## config.mk

```make
export PLATFORM = sky130hd
export DESIGN_NAME = two_wire_sensor_measure_master_core
export DESIGN_NICKNAME = d
export VERILOG_FILES = /design/src/tws_pkg.sv /design/src/two_wire_sensor_measure_master_core.sv /design/src/tws_step.sv /design/src/tws_skid.sv
export SDC_FILE = /design/constraint.sdc
export NUM_CORES = 1
export LEC_CHECK = 0
export BUFFER_PORTS_ARGS = -buffer_cell sky130_fd_sc_hd__buf_2
export CAP_MARGIN = 10
export CORE_MARGIN = 4
export CORE_UTILIZATION = 30
export DETAILED_ROUTE_END_ITERATION = 6
export REMOVE_ABC_BUFFERS = 1
export SLEW_MARGIN = 20
export SYNTH_ARGS = -nofsm -noshare
export SYNTH_HDL_FRONTEND = slang
export SYNTH_SLANG_ARGS = --single-unit
```

## constraint.sdc

```tcl
create_clock -name clk -period 4.2 [get_ports clk]
set_input_delay 0.42 -clock clk [delete_from_list [all_inputs] [get_ports clk]]
set_output_delay 0.42 -clock clk [all_outputs]
set_load 0.01 [all_outputs]
```

## src/tws_pkg.sv

```systemverilog
// ---------------------------------------------------------------------------
// tws_pkg
// Shared types and constants for the two-wire sensor measurement master:
// phase encoding, opcodes, sequencer state and per-tick result record.
// ---------------------------------------------------------------------------
package tws_pkg;

  // Default parameter values
  localparam int RESET_PULSES_DEF = 9;
  localparam int WAIT_BITS_DEF    = 20;

  localparam int TIMEOUT_W = 20;
  localparam logic [TIMEOUT_W-1:0] TIMEOUT_RESET = 20'd5000;

  // Sensor command bytes
  localparam logic [7:0] CMD_TEMPERATURE = 8'h03;
  localparam logic [7:0] CMD_HUMIDITY    = 8'h05;

  // Reset sequence marker held in byte_index
  localparam logic [1:0] IDX_CONN_RESET = 2'd3;

  typedef enum logic [1:0] {
    OP_TICK        = 2'd0,
    OP_CONN_RESET  = 2'd1,
    OP_HUMIDITY    = 2'd2,
    OP_TEMPERATURE = 2'd3
  } op_t;

  typedef enum logic [4:0] {
    PH_IDLE    = 5'd0,
    PH_RST_HI  = 5'd1,
    PH_RST_LO  = 5'd2,
    PH_ST_A    = 5'd3,
    PH_ST_B    = 5'd4,
    PH_ST_C    = 5'd5,
    PH_ST_D    = 5'd6,
    PH_ST_E    = 5'd7,
    PH_ST_F    = 5'd8,
    PH_WB_SET  = 5'd9,
    PH_WB_HI   = 5'd10,
    PH_WB_LO   = 5'd11,
    PH_WB_REL  = 5'd12,
    PH_WB_ACK  = 5'd13,
    PH_WAIT    = 5'd14,
    PH_RB_HI   = 5'd15,
    PH_RB_LO   = 5'd16,
    PH_RA_SET  = 5'd17,
    PH_RA_HI   = 5'd18,
    PH_RA_LO   = 5'd19,
    PH_FINISH  = 5'd20
  } phase_t;

  // Sequencer state (wait counter is kept apart, its width is a parameter)
  typedef struct packed {
    phase_t      phase;
    logic [3:0]  bit_count;
    logic [1:0]  hold_count;
    logic [7:0]  shift_byte;
    logic [1:0]  byte_index;
    logic [15:0] value_word;
    logic [7:0]  check_word;
    logic [1:0]  error_cnt;
    logic        measure_kind;
  } seq_state_t;

  // One result record per tick
  typedef struct packed {
    logic        sck;
    logic        data_out;
    logic        data_is_input;
    logic        busy_res;
    logic        done_res;
    logic [1:0]  error_count;
    logic [15:0] reading;
    logic [7:0]  check_byte;
  } result_t;

endpackage

```

## src/two_wire_sensor_measure_master_core.sv

```systemverilog
// ---------------------------------------------------------------------------
// two_wire_sensor_measure_master_core
// Pin-level master for a two-wire humidity/temperature sensor, one tick
// of the pin waveform per transfer.
// ---------------------------------------------------------------------------
// Each input transfer is one 1 us tick: an opcode (tick only, connection
// reset, measure humidity, measure temperature) and the sampled DATA level.
// Each tick returns exactly one result transfer with the SCK and DATA pin
// levels to drive during that tick, busy/done flags and, on the done tick,
// the error count, the 16-bit reading and the unverified checksum byte.
// Commands are only taken while idle; the command tick is the first tick of
// the sequence. Ticks are processed one per clock while in_ready is high: the
// sequencer state is updated on the clock edge that takes the tick, and its
// result lands in a two-entry output buffer (result register plus skid), so
// in_ready drops only when two results are waiting downstream. The timeout
// register (cfg_data, reset 5000) is written through its own valid/ready
// channel, which is always ready, and should only be written while no
// sequence is running.
// ---------------------------------------------------------------------------
module two_wire_sensor_measure_master_core #(
  parameter int RESET_PULSES = tws_pkg::RESET_PULSES_DEF,  // 9..15 SCK pulses
  parameter int WAIT_BITS    = tws_pkg::WAIT_BITS_DEF      // wait counter width
) (
  input  logic                          clk,
  input  logic                          rst,
  // configuration write
  input  logic                          cfg_valid,
  output logic                          cfg_ready,
  input  logic [tws_pkg::TIMEOUT_W-1:0] cfg_data,
  // tick input
  input  logic                          in_valid,
  output logic                          in_ready,
  input  logic [1:0]                    opcode,
  input  logic                          data_in,
  // per-tick result
  output logic                          out_valid,
  input  logic                          out_ready,
  output logic                          sck,
  output logic                          data_out,
  output logic                          data_is_input,
  output logic                          busy_res,
  output logic                          done_res,
  output logic [1:0]                    error_count,
  output logic [15:0]                   reading,
  output logic [7:0]                    check_byte
);

  // timeout register
  logic [tws_pkg::TIMEOUT_W-1:0] timeout_ticks;

  // sequencer state
  tws_pkg::seq_state_t  state;
  tws_pkg::seq_state_t  state_next;
  logic [WAIT_BITS-1:0] wait_count;
  logic [WAIT_BITS-1:0] wait_count_next;

  tws_pkg::result_t step_res;
  tws_pkg::result_t out_res;
  logic             in_xfer;

  assign cfg_ready = 1'b1;
  assign in_xfer   = in_valid && in_ready;

  always_ff @(posedge clk) begin
    if (rst) begin
      timeout_ticks <= tws_pkg::TIMEOUT_RESET;
    end else if (cfg_valid) begin
      timeout_ticks <= cfg_data;
    end
  end

  // state advances once per accepted tick
  always_ff @(posedge clk) begin
    if (rst) begin
      state      <= '0;
      wait_count <= '0;
    end else if (in_xfer) begin
      state      <= state_next;
      wait_count <= wait_count_next;
    end
  end

  tws_step #(
    .RESET_PULSES (RESET_PULSES),
    .WAIT_BITS    (WAIT_BITS)
  ) u_step (
    .state           (state),
    .wait_count      (wait_count),
    .opcode          (opcode),
    .data_in         (data_in),
    .timeout_ticks   (timeout_ticks),
    .state_next      (state_next),
    .wait_count_next (wait_count_next),
    .result          (step_res)
  );

  // result register + skid entry
  tws_skid u_skid (
    .clk       (clk),
    .rst       (rst),
    .in_valid  (in_valid),
    .in_ready  (in_ready),
    .in_data   (step_res),
    .out_valid (out_valid),
    .out_ready (out_ready),
    .out_data  (out_res)
  );

  assign sck           = out_res.sck;
  assign data_out      = out_res.data_out;
  assign data_is_input = out_res.data_is_input;
  assign busy_res      = out_res.busy_res;
  assign done_res      = out_res.done_res;
  assign error_count   = out_res.error_count;
  assign reading       = out_res.reading;
  assign check_byte    = out_res.check_byte;

endmodule

```

## src/tws_step.sv

```systemverilog
// ---------------------------------------------------------------------------
// tws_step
// Next-state and pin/status logic for one tick of the sensor sequencer.
// ---------------------------------------------------------------------------
module tws_step #(
  parameter int RESET_PULSES = tws_pkg::RESET_PULSES_DEF,
  parameter int WAIT_BITS    = tws_pkg::WAIT_BITS_DEF
) (
  input  tws_pkg::seq_state_t           state,
  input  logic [WAIT_BITS-1:0]          wait_count,
  input  logic [1:0]                    opcode,
  input  logic                          data_in,
  input  logic [tws_pkg::TIMEOUT_W-1:0] timeout_ticks,
  output tws_pkg::seq_state_t           state_next,
  output logic [WAIT_BITS-1:0]          wait_count_next,
  output tws_pkg::result_t              result
);

  // compare width wide enough for both the wait count + 1 and the timeout
  localparam int CW = (WAIT_BITS + 1 > tws_pkg::TIMEOUT_W + 1) ?
                      WAIT_BITS + 1 : tws_pkg::TIMEOUT_W + 1;

  logic [CW-1:0] wait_inc;
  logic [CW-1:0] wait_lim;
  logic [CW-1:0] limit_eff;

  assign wait_inc  = CW'(wait_count) + CW'(1);
  assign wait_lim  = {{(CW-WAIT_BITS){1'b0}}, {WAIT_BITS{1'b1}}};
  assign limit_eff = (timeout_ticks == '0) ? CW'(1) : CW'(timeout_ticks);

  always_comb begin
    tws_pkg::seq_state_t s;
    logic [WAIT_BITS-1:0] w;
    logic [4:0]           bc_inc;
    logic [2:0]           hc_inc;
    logic                 b;
    logic                 ack_lvl;
    logic                 sck;
    logic                 dout;
    logic                 rel;
    logic                 busy;
    logic                 done;

    s       = state;
    w       = wait_count;
    sck     = 1'b0;
    dout    = 1'b1;
    rel     = 1'b1;
    busy    = 1'b1;
    done    = 1'b0;

    // command accepted only while idle; that tick is the first of the sequence
    if (state.phase == tws_pkg::PH_IDLE && opcode != tws_pkg::OP_TICK) begin
      s.bit_count  = '0;
      s.hold_count = '0;
      w            = '0;
      s.value_word = '0;
      s.check_word = '0;
      s.error_cnt  = '0;
      if (opcode == tws_pkg::OP_CONN_RESET) begin
        s.byte_index = tws_pkg::IDX_CONN_RESET;
        s.phase      = tws_pkg::PH_RST_HI;
      end else begin
        s.byte_index   = '0;
        s.measure_kind = (opcode == tws_pkg::OP_TEMPERATURE);
        s.shift_byte   = (opcode == tws_pkg::OP_TEMPERATURE) ?
                         tws_pkg::CMD_TEMPERATURE : tws_pkg::CMD_HUMIDITY;
        s.phase        = tws_pkg::PH_ST_A;
      end
    end

    bc_inc  = {1'b0, s.bit_count} + 5'd1;
    hc_inc  = {1'b0, s.hold_count} + 3'd1;
    b       = s.shift_byte[7];
    ack_lvl = (s.byte_index >= 2'd2);

    case (s.phase)
      tws_pkg::PH_RST_HI: begin
        sck = 1'b1; dout = 1'b1; rel = 1'b0; s.phase = tws_pkg::PH_RST_LO;
      end
      tws_pkg::PH_RST_LO: begin
        sck = 1'b0; dout = 1'b1; rel = 1'b0;
        if (bc_inc >= 5'(RESET_PULSES)) begin
          s.bit_count = '0;
          s.phase     = tws_pkg::PH_ST_A;
        end else begin
          s.bit_count = bc_inc[3:0];
          s.phase     = tws_pkg::PH_RST_HI;
        end
      end
      tws_pkg::PH_ST_A: begin
        sck = 1'b0; dout = 1'b1; rel = 1'b0; s.phase = tws_pkg::PH_ST_B;
      end
      tws_pkg::PH_ST_B: begin
        sck = 1'b1; dout = 1'b1; rel = 1'b0; s.phase = tws_pkg::PH_ST_C;
      end
      tws_pkg::PH_ST_C: begin
        sck = 1'b1; dout = 1'b0; rel = 1'b0;
        s.hold_count = '0;
        s.phase      = tws_pkg::PH_ST_D;
      end
      tws_pkg::PH_ST_D: begin
        sck = 1'b0; dout = 1'b0; rel = 1'b0;
        if (hc_inc >= 3'd3) begin
          s.hold_count = '0;
          s.phase      = tws_pkg::PH_ST_E;
        end else begin
          s.hold_count = hc_inc[1:0];
        end
      end
      tws_pkg::PH_ST_E: begin
        sck = 1'b1; dout = 1'b0; rel = 1'b0; s.phase = tws_pkg::PH_ST_F;
      end
      tws_pkg::PH_ST_F: begin
        sck = 1'b1; dout = 1'b1; rel = 1'b0;
        s.bit_count = '0;
        s.phase     = (s.byte_index == tws_pkg::IDX_CONN_RESET) ?
                      tws_pkg::PH_FINISH : tws_pkg::PH_WB_SET;
      end
      tws_pkg::PH_WB_SET: begin
        sck = 1'b0; dout = b; rel = 1'b0;
        s.hold_count = '0;
        s.phase      = tws_pkg::PH_WB_HI;
      end
      tws_pkg::PH_WB_HI: begin
        sck = 1'b1; dout = b; rel = 1'b0;
        if (hc_inc >= 3'd3) begin
          s.hold_count = '0;
          s.phase      = tws_pkg::PH_WB_LO;
        end else begin
          s.hold_count = hc_inc[1:0];
        end
      end
      tws_pkg::PH_WB_LO: begin
        sck = 1'b0; dout = b; rel = 1'b0;
        s.shift_byte = {s.shift_byte[6:0], 1'b0};
        if (bc_inc >= 5'd8) begin
          s.bit_count = '0;
          s.phase     = tws_pkg::PH_WB_REL;
        end else begin
          s.bit_count = bc_inc[3:0];
          s.phase     = tws_pkg::PH_WB_SET;
        end
      end
      tws_pkg::PH_WB_REL: begin
        sck = 1'b0; dout = 1'b1; rel = 1'b0; s.phase = tws_pkg::PH_WB_ACK;
      end
      tws_pkg::PH_WB_ACK: begin
        // sensor ack: a high level here is a missing acknowledge
        sck = 1'b1; dout = 1'b1; rel = 1'b1;
        s.error_cnt = s.error_cnt + {1'b0, data_in};
        w           = '0;
        s.phase     = tws_pkg::PH_WAIT;
      end
      tws_pkg::PH_WAIT: begin
        sck = 1'b0; dout = 1'b1; rel = 1'b1;
        if (!data_in) begin
          s.bit_count  = '0;
          s.shift_byte = '0;
          s.phase      = tws_pkg::PH_RB_HI;
        end else begin
          if (wait_inc >= limit_eff || wait_inc >= wait_lim) begin
            s.error_cnt  = s.error_cnt + 2'd1;
            s.value_word = '0;
            s.check_word = '0;
            done         = 1'b1;
            s.phase      = tws_pkg::PH_IDLE;
          end
          w = wait_inc[WAIT_BITS-1:0];
        end
      end
      tws_pkg::PH_RB_HI: begin
        sck = 1'b1; dout = 1'b1; rel = 1'b1;
        s.shift_byte = {s.shift_byte[6:0], data_in};
        s.phase      = tws_pkg::PH_RB_LO;
      end
      tws_pkg::PH_RB_LO: begin
        sck = 1'b0; dout = 1'b1; rel = 1'b1;
        if (bc_inc >= 5'd8) begin
          s.bit_count = '0;
          case (s.byte_index)
            2'd0:    s.value_word[15:8] = s.shift_byte;
            2'd1:    s.value_word[7:0]  = s.shift_byte;
            default: s.check_word       = s.shift_byte;
          endcase
          s.phase = tws_pkg::PH_RA_SET;
        end else begin
          s.bit_count = bc_inc[3:0];
          s.phase     = tws_pkg::PH_RB_HI;
        end
      end
      tws_pkg::PH_RA_SET: begin
        sck = 1'b0; dout = ack_lvl; rel = 1'b0;
        s.hold_count = '0;
        s.phase      = tws_pkg::PH_RA_HI;
      end
      tws_pkg::PH_RA_HI: begin
        sck = 1'b1; dout = ack_lvl; rel = 1'b0;
        if (hc_inc >= 3'd3) begin
          s.hold_count = '0;
          s.phase      = tws_pkg::PH_RA_LO;
        end else begin
          s.hold_count = hc_inc[1:0];
        end
      end
      tws_pkg::PH_RA_LO: begin
        sck = 1'b0; dout = ack_lvl; rel = 1'b0;
        s.byte_index = s.byte_index + 2'd1;
        if (s.byte_index == tws_pkg::IDX_CONN_RESET) begin
          s.phase = tws_pkg::PH_FINISH;
        end else begin
          s.bit_count  = '0;
          s.shift_byte = '0;
          s.phase      = tws_pkg::PH_RB_HI;
        end
      end
      tws_pkg::PH_FINISH: begin
        sck = 1'b0; dout = 1'b1; rel = 1'b0; done = 1'b1;
        s.phase = tws_pkg::PH_IDLE;
      end
      default: begin
        // idle, or an unused phase code
        s.phase = tws_pkg::PH_IDLE;
        busy    = 1'b0;
      end
    endcase

    state_next      = s;
    wait_count_next = w;

    result.sck           = sck;
    result.data_out      = dout;
    result.data_is_input = rel;
    result.busy_res      = busy;
    result.done_res      = done;
    result.error_count   = done ? s.error_cnt  : 2'd0;
    result.reading       = done ? s.value_word : 16'd0;
    result.check_byte    = done ? s.check_word : 8'd0;
  end

endmodule

```

## src/tws_skid.sv

```systemverilog
// ---------------------------------------------------------------------------
// tws_skid
// Two-entry output buffer: result register plus skid register, so the
// input side keeps taking ticks while one result waits downstream.
// ---------------------------------------------------------------------------
module tws_skid (
  input  logic             clk,
  input  logic             rst,
  input  logic             in_valid,
  output logic             in_ready,
  input  tws_pkg::result_t in_data,
  output logic             out_valid,
  input  logic             out_ready,
  output tws_pkg::result_t out_data
);

  logic             main_valid;
  tws_pkg::result_t main_data;
  logic             skid_valid;
  tws_pkg::result_t skid_data;
  logic             push;
  logic             pop;

  assign in_ready  = !skid_valid;
  assign push      = in_valid && in_ready;
  assign pop       = main_valid && out_ready;
  assign out_valid = main_valid;
  assign out_data  = main_data;

  always_ff @(posedge clk) begin
    if (rst) begin
      main_valid <= 1'b0;
      skid_valid <= 1'b0;
    end else if (skid_valid) begin
      if (pop) begin
        main_data  <= skid_data;
        skid_valid <= 1'b0;
      end
    end else if (!main_valid || pop) begin
      main_valid <= push;
      if (push) begin
        main_data <= in_data;
      end
    end else if (push) begin
      skid_data  <= in_data;
      skid_valid <= 1'b1;
    end
  end

endmodule

```

==> impl_metrics.json, run 1 <==
{
  "cts_max_level": 4,
  "globalRouteOverflowTotal": 0,
  "synth-seq-cells": 151,
  "tritoncts": "done",
  "dr_total_vias": 6511,
  "die_area_um2": 29000,
  "slew_viol_final": 0,
  "start_util": 0.304,
  "setup_viol": 0,
  "diodes": 0,
  "path_cells": "ha_2 -> nand3_1 -> nor3_4 -> xor2_1 -> ha_1 -> a21oi_1 -> o21ai_0 -> a221oi_1 -> and4_1 -> nand2_4 -> a21boi_2 -> inv_2 -> and3_1 -> mux2_2",
  "grt_pass1_vias": 6344,
  "area_delta_synth_final_pct": 16.2,
  "track_usage": 0.140,
  "total_power_mw": 3.33,
  "cts_buffer_depth": 2,
  "tns_ps": 0,
  "clkTransAtPathRegs_ps": 70,
  "path_depth": 14,
  "hp-class": "input port to flop",
  "crit_buf_inv": 1,
  "yosys_warnings": 0,
  "worstMarginPinSlew_ps": 951,
  "core-area_um2": 26000,
  "grt_antenna_before_repair": 0,
  "synth_top_cell_area_share": 0.236,
  "first_pass_iters": 5,
  "post-route-period-util": 0.919,
  "syn_inst": 878,
  "die_h_um": 170,
  "timing.fmax_ghz": 0.259,
  "slowest_stage": "dfxtp_1",
  "fin_area_um2": 9170,
  "gp_congestion": 0.878,
  "grt_max_degree": 43,
  "end_kind": "flop",
  "drive_above_1_share": 0.154,
  "drtIter0Drc": 425,
  "hold_ws_ps": 203,
  "ys_async_sr_fraction": 0,
  "cap_violations": 0,
  "rr_worst_depth": 14,
  "root_buffer": "clkbuf_16",
  "synth_enable_flop_cells": 62,
  "syn_area_per_cell_um2": 8.99,
  "arrival_ps": 4040,
  "nets": 984,
  "avgViaCountPerCell": 5.11,
  "avgRoutedWirePerCell_um": 15.8,
  "timing_hold_violations_final": 0,
  "ys_seq_area_frac": 0.462,
  "fill_cells": 2702,
  "cts.sinks": 151,
  "dp.final_hpwl_mm": 14.1,
  "postRouteAntennaNets": 0,
  "drc": 0,
  "slew_headroom": 0.363,
  "cpPeakStageDelay_ps": 490,
  "finalWirelength_mm": 20.1,
  "leakage_nw": 3.50,
  "fin_crit_ps": 3860,
  "post-synth-top-area-cell": "edfxtp_1",
  "synthDistinctLibCells": 76,
  "cts_buffers": 17,
  "clkLatencyLatePin_ps": 430,
  "worst-path-max-fanout": 8,
  "hold-path-cell-count": 3,
  "ys.flop_type": "dfxtp_1",
  "grt_pass1_wl_mm": 33.1,
  "dpl-instance-area_um2": 8600,
  "dp_cells": 1243,
  "critical_path_class": "flop to flop",
  "io_pins": 62,
  "rows": 59,
  "skew_ps": 14.8,
  "fin_cells": 1275,
  "outcome": "finished, final reports clean",
  "placement.io_buffers": 60,
  "syn_area_um2": 7890,
  "postCtsSetupBuffers": 0,
  "fp.dieW_um": 170,
  "power_density_nw_per_um2": 363,
  "netlist_top_cells_area": "edfxtp_1 24%, dfxtp_1 23%, nor2_1 5.5%, ha_1 4.6%, nand2_1 4.4%",
  "cp_top_family": "simple AND/OR/NAND/NOR gates",
  "peakVddDrop_mv": 0.231,
  "required_ps": 4380,
  "grt_setup_unrepaired": "false",
  "crit_path_start_kind": "flop"
}
[worst paths after layout]
path,startpoint,slack (ps),to
hold / removal,cfg_data[3],200,timeout_ticks[3]$_SDFFE_PP1P_
hold reg to reg,state[24]$_SDFFE_PP0P_,460,state[24]$_SDFFE_PP0P_
setup reg to reg,wait_count[1]$_SDFFE_PP0P_,340,u_skid.out_data[8]$_DFFE_PP_
setup / recovery,wait_count[1]$_SDFFE_PP0P_,340,u_skid.out_data[8]$_DFFE_PP_
[worst register-to-register path, stage by stage (launching register included)]
cell	delay, ps
dfxtp_1	490
ha_2	330
nand3_1	220
nor3_4	290
xor2_1	290
ha_1	300
a21oi_1	140
o21ai_0	100
a221oi_1	230
and4_1	330
nand2_4	110
a21boi_2	210
inv_2	110
and3_1	190
mux2_2	260
[synth_stat cells, types with 8 or more instances]
master	number
inv_1	32
edfxtp_1	62
dfxtp_1	89
nor2_1	115
a21oi_1	41
and3_1	20
a22oi_1	43
buf_1	8
nand4_1	9
ha_1	29
o31ai_1	9
xnor2_1	12
nor3_1	13
buf_2	11
clkbuf_1	35
o21ai_1	20
a22o_1	12
o21ai_0	51
and2_1	10
nand3_1	23
mux2i_1	17
xor2_1	9
nand2_1	93
[through the flow]
step	util	setup WS, ps
2_1_floorplan	-	-122
3_3_place_gp	0.331	350
3_5_place_dp	0.331	182
4_1_cts	0.352	151
5_1_grt	0.353	35.4
6_report	0.353	340
[cell families after synthesis]
family,count (synthesis),synth area share
buffers and inverters,91,0.0460
and+or+nand+nor,326,0.195
adders and majority gates,30,0.0472
xor gates and xnor gates,21,0.0233
other,1,0.000475
muxes,24,0.0316
AOI/OAI and AO/OA,234,0.195
DFF,151,0.462
[final cells by class]
cell class | count | area, um^2 | area share
clock buffers | 18 | 429 | 0.0468
clock inverters | 14 | 114 | 0.0124
repair buffers | 86 | 508 | 0.0554
flip-flops and latches | 151 | 3640 | 0.397
multi-input cells | 636 | 3930 | 0.428
well taps | 335 | 419 | 0.0457
inverters | 35 | 131 | 0.0143
[repair_timing]
| item | CTS | global route |
|---|---|---|
| setup endpoints to repair | 0 | 52 |
| gates resized for setup | 0 | 6 |
| endpoints found under the hold margin | 0 | 0 |
| hold buffers | 0 | 0 |
[cell usage in the layout (no fill, tap or decap), types with 7 or more instances in the layout]
master and count:
nor2_1 115, nand2_1 93, dfxtp_1 89, edfxtp_1 62, buf_2 60, o21ai_0 50
a22oi_1 43, a21oi_1 41, inv_1 32, ha_1 28, buf_4 25, nand3_1 23
and3_1 20, o21ai_1 20, mux2i_1 17, clkbuf_16 17, xnor2_1 12, a22o_1 12
nor3_1 11, and2_1 10, nand4_1 9, xor2_1 9, o31ai_1 9, mux2_2 7
o211ai_1 7
[power breakdown]
group	switching (mW)	total [mW]	internal, mW	leakage, nW
Clock	0.655	1.43	0.773	0.268
Combinational	0.210	0.321	0.111	1.88
Sequential	0.0225	1.58	1.56	1.35
Total	0.888	3.33	2.44	3.50
[flip-flops by register name, indices dropped and copies added, names as in the netlist]
register,cells
state,47
u_skid.skid_valid,1
u_skid.out_valid,1
u_skid.out_data,31
timeout_ticks,20
wait_count,20
u_skid.skid_data,31
[metal layers]
layer  wire length (um)  global-route usage  share of wire  vias to the layer above
met2               9560               0.236           0.48                      181
li1                   -                   -              -                     3263
met3               1090              0.0262          0.054                       20
met5                  0                   0              0                        -
met4                191              0.0396         0.0095                        0
met1               9270               0.184           0.46                     3047
Power figures use the tool's default switching activity.
==> inputs of run 2 (changes only) <==
==> constraint.sdc (replaced) <==
create_clock -name clk -period 4.2 [get_ports clk]
set_input_delay 0.84 -clock clk [delete_from_list [all_inputs] [get_ports clk]]
set_output_delay 0.84 -clock clk [all_outputs]
set_load 0.01 [all_outputs]
==> run 2 against run 1 <==
Against the previous run: register-to-register slack better by 30 ps; via count is 1.6% higher; critical path depth is 1 higher; critical endpoint unchanged; highest routed layer is now met5; worst hold slack better by 250 ps.
==> impl_metrics.json, run 2 (same netlist as run 1, synthesis figures left out) <==
{
  "grt_max_degree": 57,
  "seqPwrFrac": 0.475,
  "layout_commonest_cell": "nor2_1",
  "leakage_nw": 3.49,
  "power_density_nw_per_um2": 364,
  "slew_headroom": 0.393,
  "netSwitchingFraction": 0.263,
  "end_kind": "flop",
  "placement.io_buffers": 60,
  "regMostFlops": "state",
  "post-route-period-util": 0.911,
  "timing.fmax_ghz": 0.261,
  "die_area_um2": 29000,
  "fin_area_um2": 9150,
  "slowest_stage": "dfxtp_1",
  "root_buffer": "clkbuf_16",
  "critical_path_class": "flop to flop",
  "cpPeakStageDelay_ps": 470,
  "power_frac_comb": 0.096,
  "p_int_mw": 2.46,
  "avgViaCountPerCell": 5.19,
  "grt_setup_unrepaired": "true",
  "finish.utilization": 0.352,
  "netSwitchingPower_uw": 877,
  "worstHoldStart": "state[14]$_SDFFE_PP0P_",
  "avgRoutedWirePerCell_um": 15.7,
  "core-area_um2": 26000,
  "dr_total_vias": 6612,
  "timing_hold_violations_final": 0,
  "peakVddDrop_mv": 0.235,
  "die_h_um": 170,
  "setup_viol": 0,
  "path_cells": "ha_2 -> nand3_1 -> nor3_2 -> nand3_1 -> xnor2_1 -> ha_1 -> nand4_1 -> nor2_1 -> a221oi_1 -> and4_1 -> nand2_4 -> a21boi_1 -> inv_2 -> and3_1 -> mux2_2",
  "cts_buffers": 17,
  "hp-class": "flop to flop",
  "worst-path-max-fanout": 9,
  "grt_antenna_before_repair": 1,
  "holdBufCountCts": 0,
  "first_pass_iters": 5,
  "outcome": "finished, final reports clean",
  "postRouteAntennaNets": 0,
  "clkTransAtPathRegs_ps": 60,
  "startpoint": "wait_count[0]$_SDFFE_PP0P_",
  "cts_max_level": 4,
  "globalRouteOverflowTotal": 0,
  "rr_startpoint": "wait_count[0]$_SDFFE_PP0P_",
  "slew_viol_final": 0,
  "drive_above_1_share": 0.155,
  "crit_path_start_kind": "flop",
  "gp_congestion": 0.860,
  "drtIter0Drc": 532,
  "fin_crit_ps": 3830,
  "cap_violations": 0,
  "nets": 983,
  "rows": 59,
  "clkLatencyLatePin_ps": 430,
  "arrival_ps": 4000,
  "area_delta_synth_final_pct": 16.0,
  "grt_pass1_wl_mm": 33.0,
  "dpl-instance-area_um2": 8580,
  "io_pins": 62,
  "grt_pass1_vias": 6324,
  "tritoncts": "done",
  "diodes": 0,
  "drc": 0,
  "power.share.clock": 0.429,
  "start_util": 0.304,
  "cts.sinks": 151,
  "required_ps": 4370,
  "worstMarginPinSlew_ps": 910,
  "skew_ps": 13.2,
  "cts_buffer_depth": 2,
  "dp.final_hpwl_mm": 14.0,
  "crit_top_cell": "nand3_1",
  "final_cell_mix": "115 x nor2_1, 93 x nand2_1, 89 x dfxtp_1",
  "track_usage": 0.139,
  "finalWirelength_mm": 20.0,
  "fp.dieW_um": 170,
  "largest_reg_flops": 47
}
[run 2: critical path, delay by kind of cell (launching register included)]
kind,cells,cell delay (ps)
and+or+nand+nor,8,1430
adders and majority gates,2,590
AOI/OAI and AO/OA,2,510
DFF,1,470
muxes,1,260
xor gates and xnor gates,1,220
buffers and inverters,1,100
[run 2: worst paths after layout]
path	endpoint	slack [ps]	depth (start not counted)
max reg2reg	u_skid.out_data[8]$_DFFE_PP_	370	15
min	state[14]$_SDFFE_PP0P_	460	2
min reg2reg	state[14]$_SDFFE_PP0P_	460	2
max	u_skid.out_data[8]$_DFFE_PP_	370	15
[run 2: cell type report]
type	instances	area [um^2]
clock buffer	18	439
clock inverter	14	115
fill	2722	16800
inverter	35	131
multi-input combinational	636	3920
sequential	151	3640
tap	335	419
timing repair buffer	85	488
[run 2: through the flow]
stage / TNS, ps / setup WS [ps] / cells / hold WS (ps) / total power [mW]
2_1_floorplan: -8690 / -278 / 822 / 436 / 1.80
3_3_place_gp: 0 / 346 / 1242 / 445 / 1.93
3_5_place_dp: 0 / 225 / 1242 / 451 / 1.93
4_1_cts: 0 / 185 / 1274 / 460 / 3.37
5_1_grt: -2.87 / -2.87 / 1274 / 481 / 3.48
6_report: 0 / 372 / 1274 / 457 / 3.33
[run 2: repair_timing]
action                     4_1_cts  5_1_grt
setup endpoints to repair        0       49
gates resized for setup          0        4
setup buffers                    0        0
[run 2: power by group through the flow]
| stage | logic [mW] | registers, mW | clock network [mW] |
|---|---|---|---|
| after floorplan | 0.174 | 1.63 | 0 |
| after global placement | 0.317 | 1.61 | 0 |
| after global routing | 0.359 | 1.59 | 1.54 |
| after detailed placement | 0.319 | 1.62 | 0 |
| final | 0.321 | 1.58 | 1.43 |
| after CTS | 0.321 | 1.58 | 1.46 |
[run 2: per-layer routing]
metal	up-vias	share of wire	track usage
met4	2	0.016	0.0399
met1	3156	0.47	0.190
met5	-	0.00065	0
li1	3273	-	-
met2	153	0.47	0.224
met3	28	0.042	0.0276
==> inputs of run 3 (changes only) <==
--- a/config.mk
+++ b/config.mk
@@ -5,6 +5,7 @@
 export SDC_FILE = /design/constraint.sdc
 export NUM_CORES = 1
 export LEC_CHECK = 0
+export ABC_AREA = 1
 export BUFFER_PORTS_ARGS = -buffer_cell sky130_fd_sc_hd__buf_2
 export CAP_MARGIN = 10
 export CORE_MARGIN = 4
==> run 3 against run 2 <==
Against the previous run: synthesized cell count grew 43%; routed wire length grew 22%; sequential power grew 6%; critical path type unchanged; critical endpoint is now u_skid.out_data[25]$_DFFE_PP_; highest routed layer is now met4.
==> impl_metrics.json, run 3 <==
{
  "dr_total_vias": 8206,
  "dpl-instance-area_um2": 9530,
  "cp_top_family": "simple AND/OR/NAND/NOR gates",
  "seqPwrFrac": 0.402,
  "peakVddDrop_mv": 0.301,
  "first_pass_iters": 5,
  "synthDistinctLibCells": 42,
  "skew_ps": 11.4,
  "crit_path_start_kind": "flop",
  "postCtsSetupBuffers": 0,
  "regMostFlops": "state",
  "grt.met3_usage": 0.0345,
  "track_usage": 0.150,
  "worstMarginPinSlew_ps": 885,
  "clkTransAtPathRegs_ps": 70,
  "synth.most_common_cell": "nand2_1",
  "leakage_nw": 4.50,
  "fin_crit_ps": 3820,
  "path_cells": "ha_1 -> nand2_1 -> nor2_2 -> nand2_1 -> nor2_2 -> nand2_1 -> and2_1 -> ha_1 -> nand2_1 -> inv_1 -> nand4_1 -> o21bai_1 -> nand3_1 -> a21oi_1 -> o21ai_2 -> nand2_4 -> nand2_4 -> inv_4 -> nor2_8 -> nand2_1 -> nand2_1",
  "ys_top_cells_by_count": "303 x nand2_1, 179 x inv_1, 129 x a21oi_1",
  "holdBufCountCts": 0,
  "power_density_nw_per_um2": 413,
  "crit_buf_inv": 2,
  "netSwitchingFraction": 0.333,
  "use_met1": 0.198,
  "critical_path_class": "flop to flop",
  "final_cell_mix": "302 x nand2_1, 179 x inv_1, 129 x a21oi_1",
  "syn_area_um2": 8880,
  "synth-seq-cells": 151,
  "rows": 62,
  "cts_buffers": 17,
  "syn_inst": 1253,
  "p_int_mw": 2.79,
  "area_delta_synth_final_pct": 14.0,
  "netSwitchingPower_mw": 1.39,
  "timing_hold_violations_final": 0,
  "core-area_um2": 28900,
  "synth_enable_flop_cells": 62,
  "cts_buffer_depth": 2,
  "grt_antenna_before_repair": 1,
  "start_util": 0.307,
  "placement.io_buffers": 60,
  "cpPeakStageDelay_ps": 460,
  "grt_setup_unrepaired": "false",
  "root_buffer": "clkbuf_16",
  "fp.dieW_um": 180,
  "cap_violations": 0,
  "power_frac_comb": 0.224,
  "cts_max_level": 4,
  "slew_headroom": 0.410,
  "fin_area_um2": 10100,
  "worst-path-max-fanout": 26,
  "ctsResizeCount": 0,
  "grtUsageMet2": 0.247,
  "ys.flop_type": "dfxtp_1",
  "finalWirelength_mm": 24.4,
  "top_usage_layer": "met2",
  "clkLatencyLatePin_ps": 440,
  "grt_pass1_wl_mm": 40.6,
  "die_h_um": 180,
  "layout_commonest_cell": "nand2_1",
  "avgRoutedWirePerCell_um": 14.4,
  "ys_seq_area_frac": 0.410,
  "postRouteAntennaNets": 0,
  "rr_worst_depth": 21,
  "syn_area_per_cell_um2": 7.09,
  "ys_async_sr_fraction": 0,
  "power.share.clock": 0.374,
  "post-route-period-util": 0.909,
  "nets": 1346,
  "fill_cells": 3030,
  "die_area_um2": 32400,
  "end_kind": "flop",
  "yosys_warnings": 0,
  "post-synth-top-area-cell": "edfxtp_1",
  "avgViaCountPerCell": 4.86,
  "crit_top_cell": "nand2_1",
  "dp.final_hpwl_mm": 16.5,
  "drive_above_1_share": 0.102,
  "grt_pass1_vias": 8039,
  "slowest_stage": "dfxtp_1",
  "setup_viol": 0,
  "gp_congestion": 0.884,
  "tns_ps": 0,
  "outcome": "finished, final reports clean",
  "netlist_top_cells_area": "edfxtp_1 21%, dfxtp_1 20%, nand2_1 13%, inv_1 7.6%, a21oi_1 7.3%",
  "slew_viol_final": 0,
  "cts.sinks": 151,
  "timing.fmax_ghz": 0.262,
  "drtIter0Drc": 553,
  "globalRouteOverflowTotal": 0,
  "synth_top_cell_area_share": 0.210,
  "finish.utilization": 0.350,
  "path_depth": 21,
  "hold-path-cell-count": 2,
  "grt_max_degree": 84,
  "io_pins": 62,
  "drc": 0,
  "largest_reg_flops": 47,
  "required_ps": 4370,
  "hp-class": "flop to flop",
  "arrival_ps": 3990,
  "tritoncts": "done"
}
[run 3: power by group through the flow]
stage	sequential [mW]	combinational, mW	clock [mW]
after CTS	1.68	0.939	1.60
after global placement	1.71	0.920	0
final	1.68	0.935	1.56
after global routing	1.69	1.07	1.66
after detailed placement	1.71	0.933	0
after floorplan	1.71	0.637	0
[run 3: area by class of cell]
cell class	instances	area, um^2	area share
Clock inverter	15	168	0.0166
Antenna cell	1	2.50	0.000247
Clock buffer	17	425	0.0420
Sequential cell	151	3640	0.360
Multi-Input combinational cell	863	4310	0.426
Timing Repair Buffer	72	403	0.0398
Tap cell	384	480	0.0474
Inverter	184	693	0.0684
[run 3: logic make-up (layout without fill, tap and decap cells)]
logic type | Yosys count | after routing | share of synthesized area
flip-flops | 151 | 151 | 0.410
adder cells (fa/ha/maj) | 29 | 29 | 0.0408
other | 1 | 2 | 0.000422
AO/OA/AOI/OAI | 310 | 310 | 0.193
XOR/XNOR | 2 | 2 | 0.00197
AND/OR/NAND/NOR | 521 | 521 | 0.248
buffers and inverters | 239 | 288 | 0.106
[run 3: worst min-delay path, delay by kind of cell, from the launching register on]
kind	cells	cell delay [ps]
compound gates	1	60
buf+inv	1	60
flops	1	290
[run 3: per-stage QoR]
stage	power [mW]	worst slack [ps]	hold WS, ps	cells
floorplan	2.35	-1470	431	1198
global placement	2.63	322	450	1654
detailed placement	2.64	358	458	1654
CTS	4.22	333	463	1686
global route	4.43	119	498	1687
finish	4.18	384	463	1687
[run 3: path summary, 6_finish.rpt]
check / to / slack, ps / from
worst min-delay path: timeout_ticks[0]$_SDFFE_PP0P_ / 460 / timeout_ticks[0]$_SDFFE_PP0P_
worst min register to register: timeout_ticks[0]$_SDFFE_PP0P_ / 460 / timeout_ticks[0]$_SDFFE_PP0P_
worst max-delay path: u_skid.out_data[25]$_DFFE_PP_ / 380 / wait_count[0]$_SDFFE_PP0P_
worst max register to register: u_skid.out_data[25]$_DFFE_PP_ / 380 / wait_count[0]$_SDFFE_PP0P_
[run 3: routing by layer]
layer	part of all wire	vias to the layer above
li1	-	4228
met3	0.048	28
met4	0.016	0
met5	0	-
met1	0.46	3762
met2	0.47	188
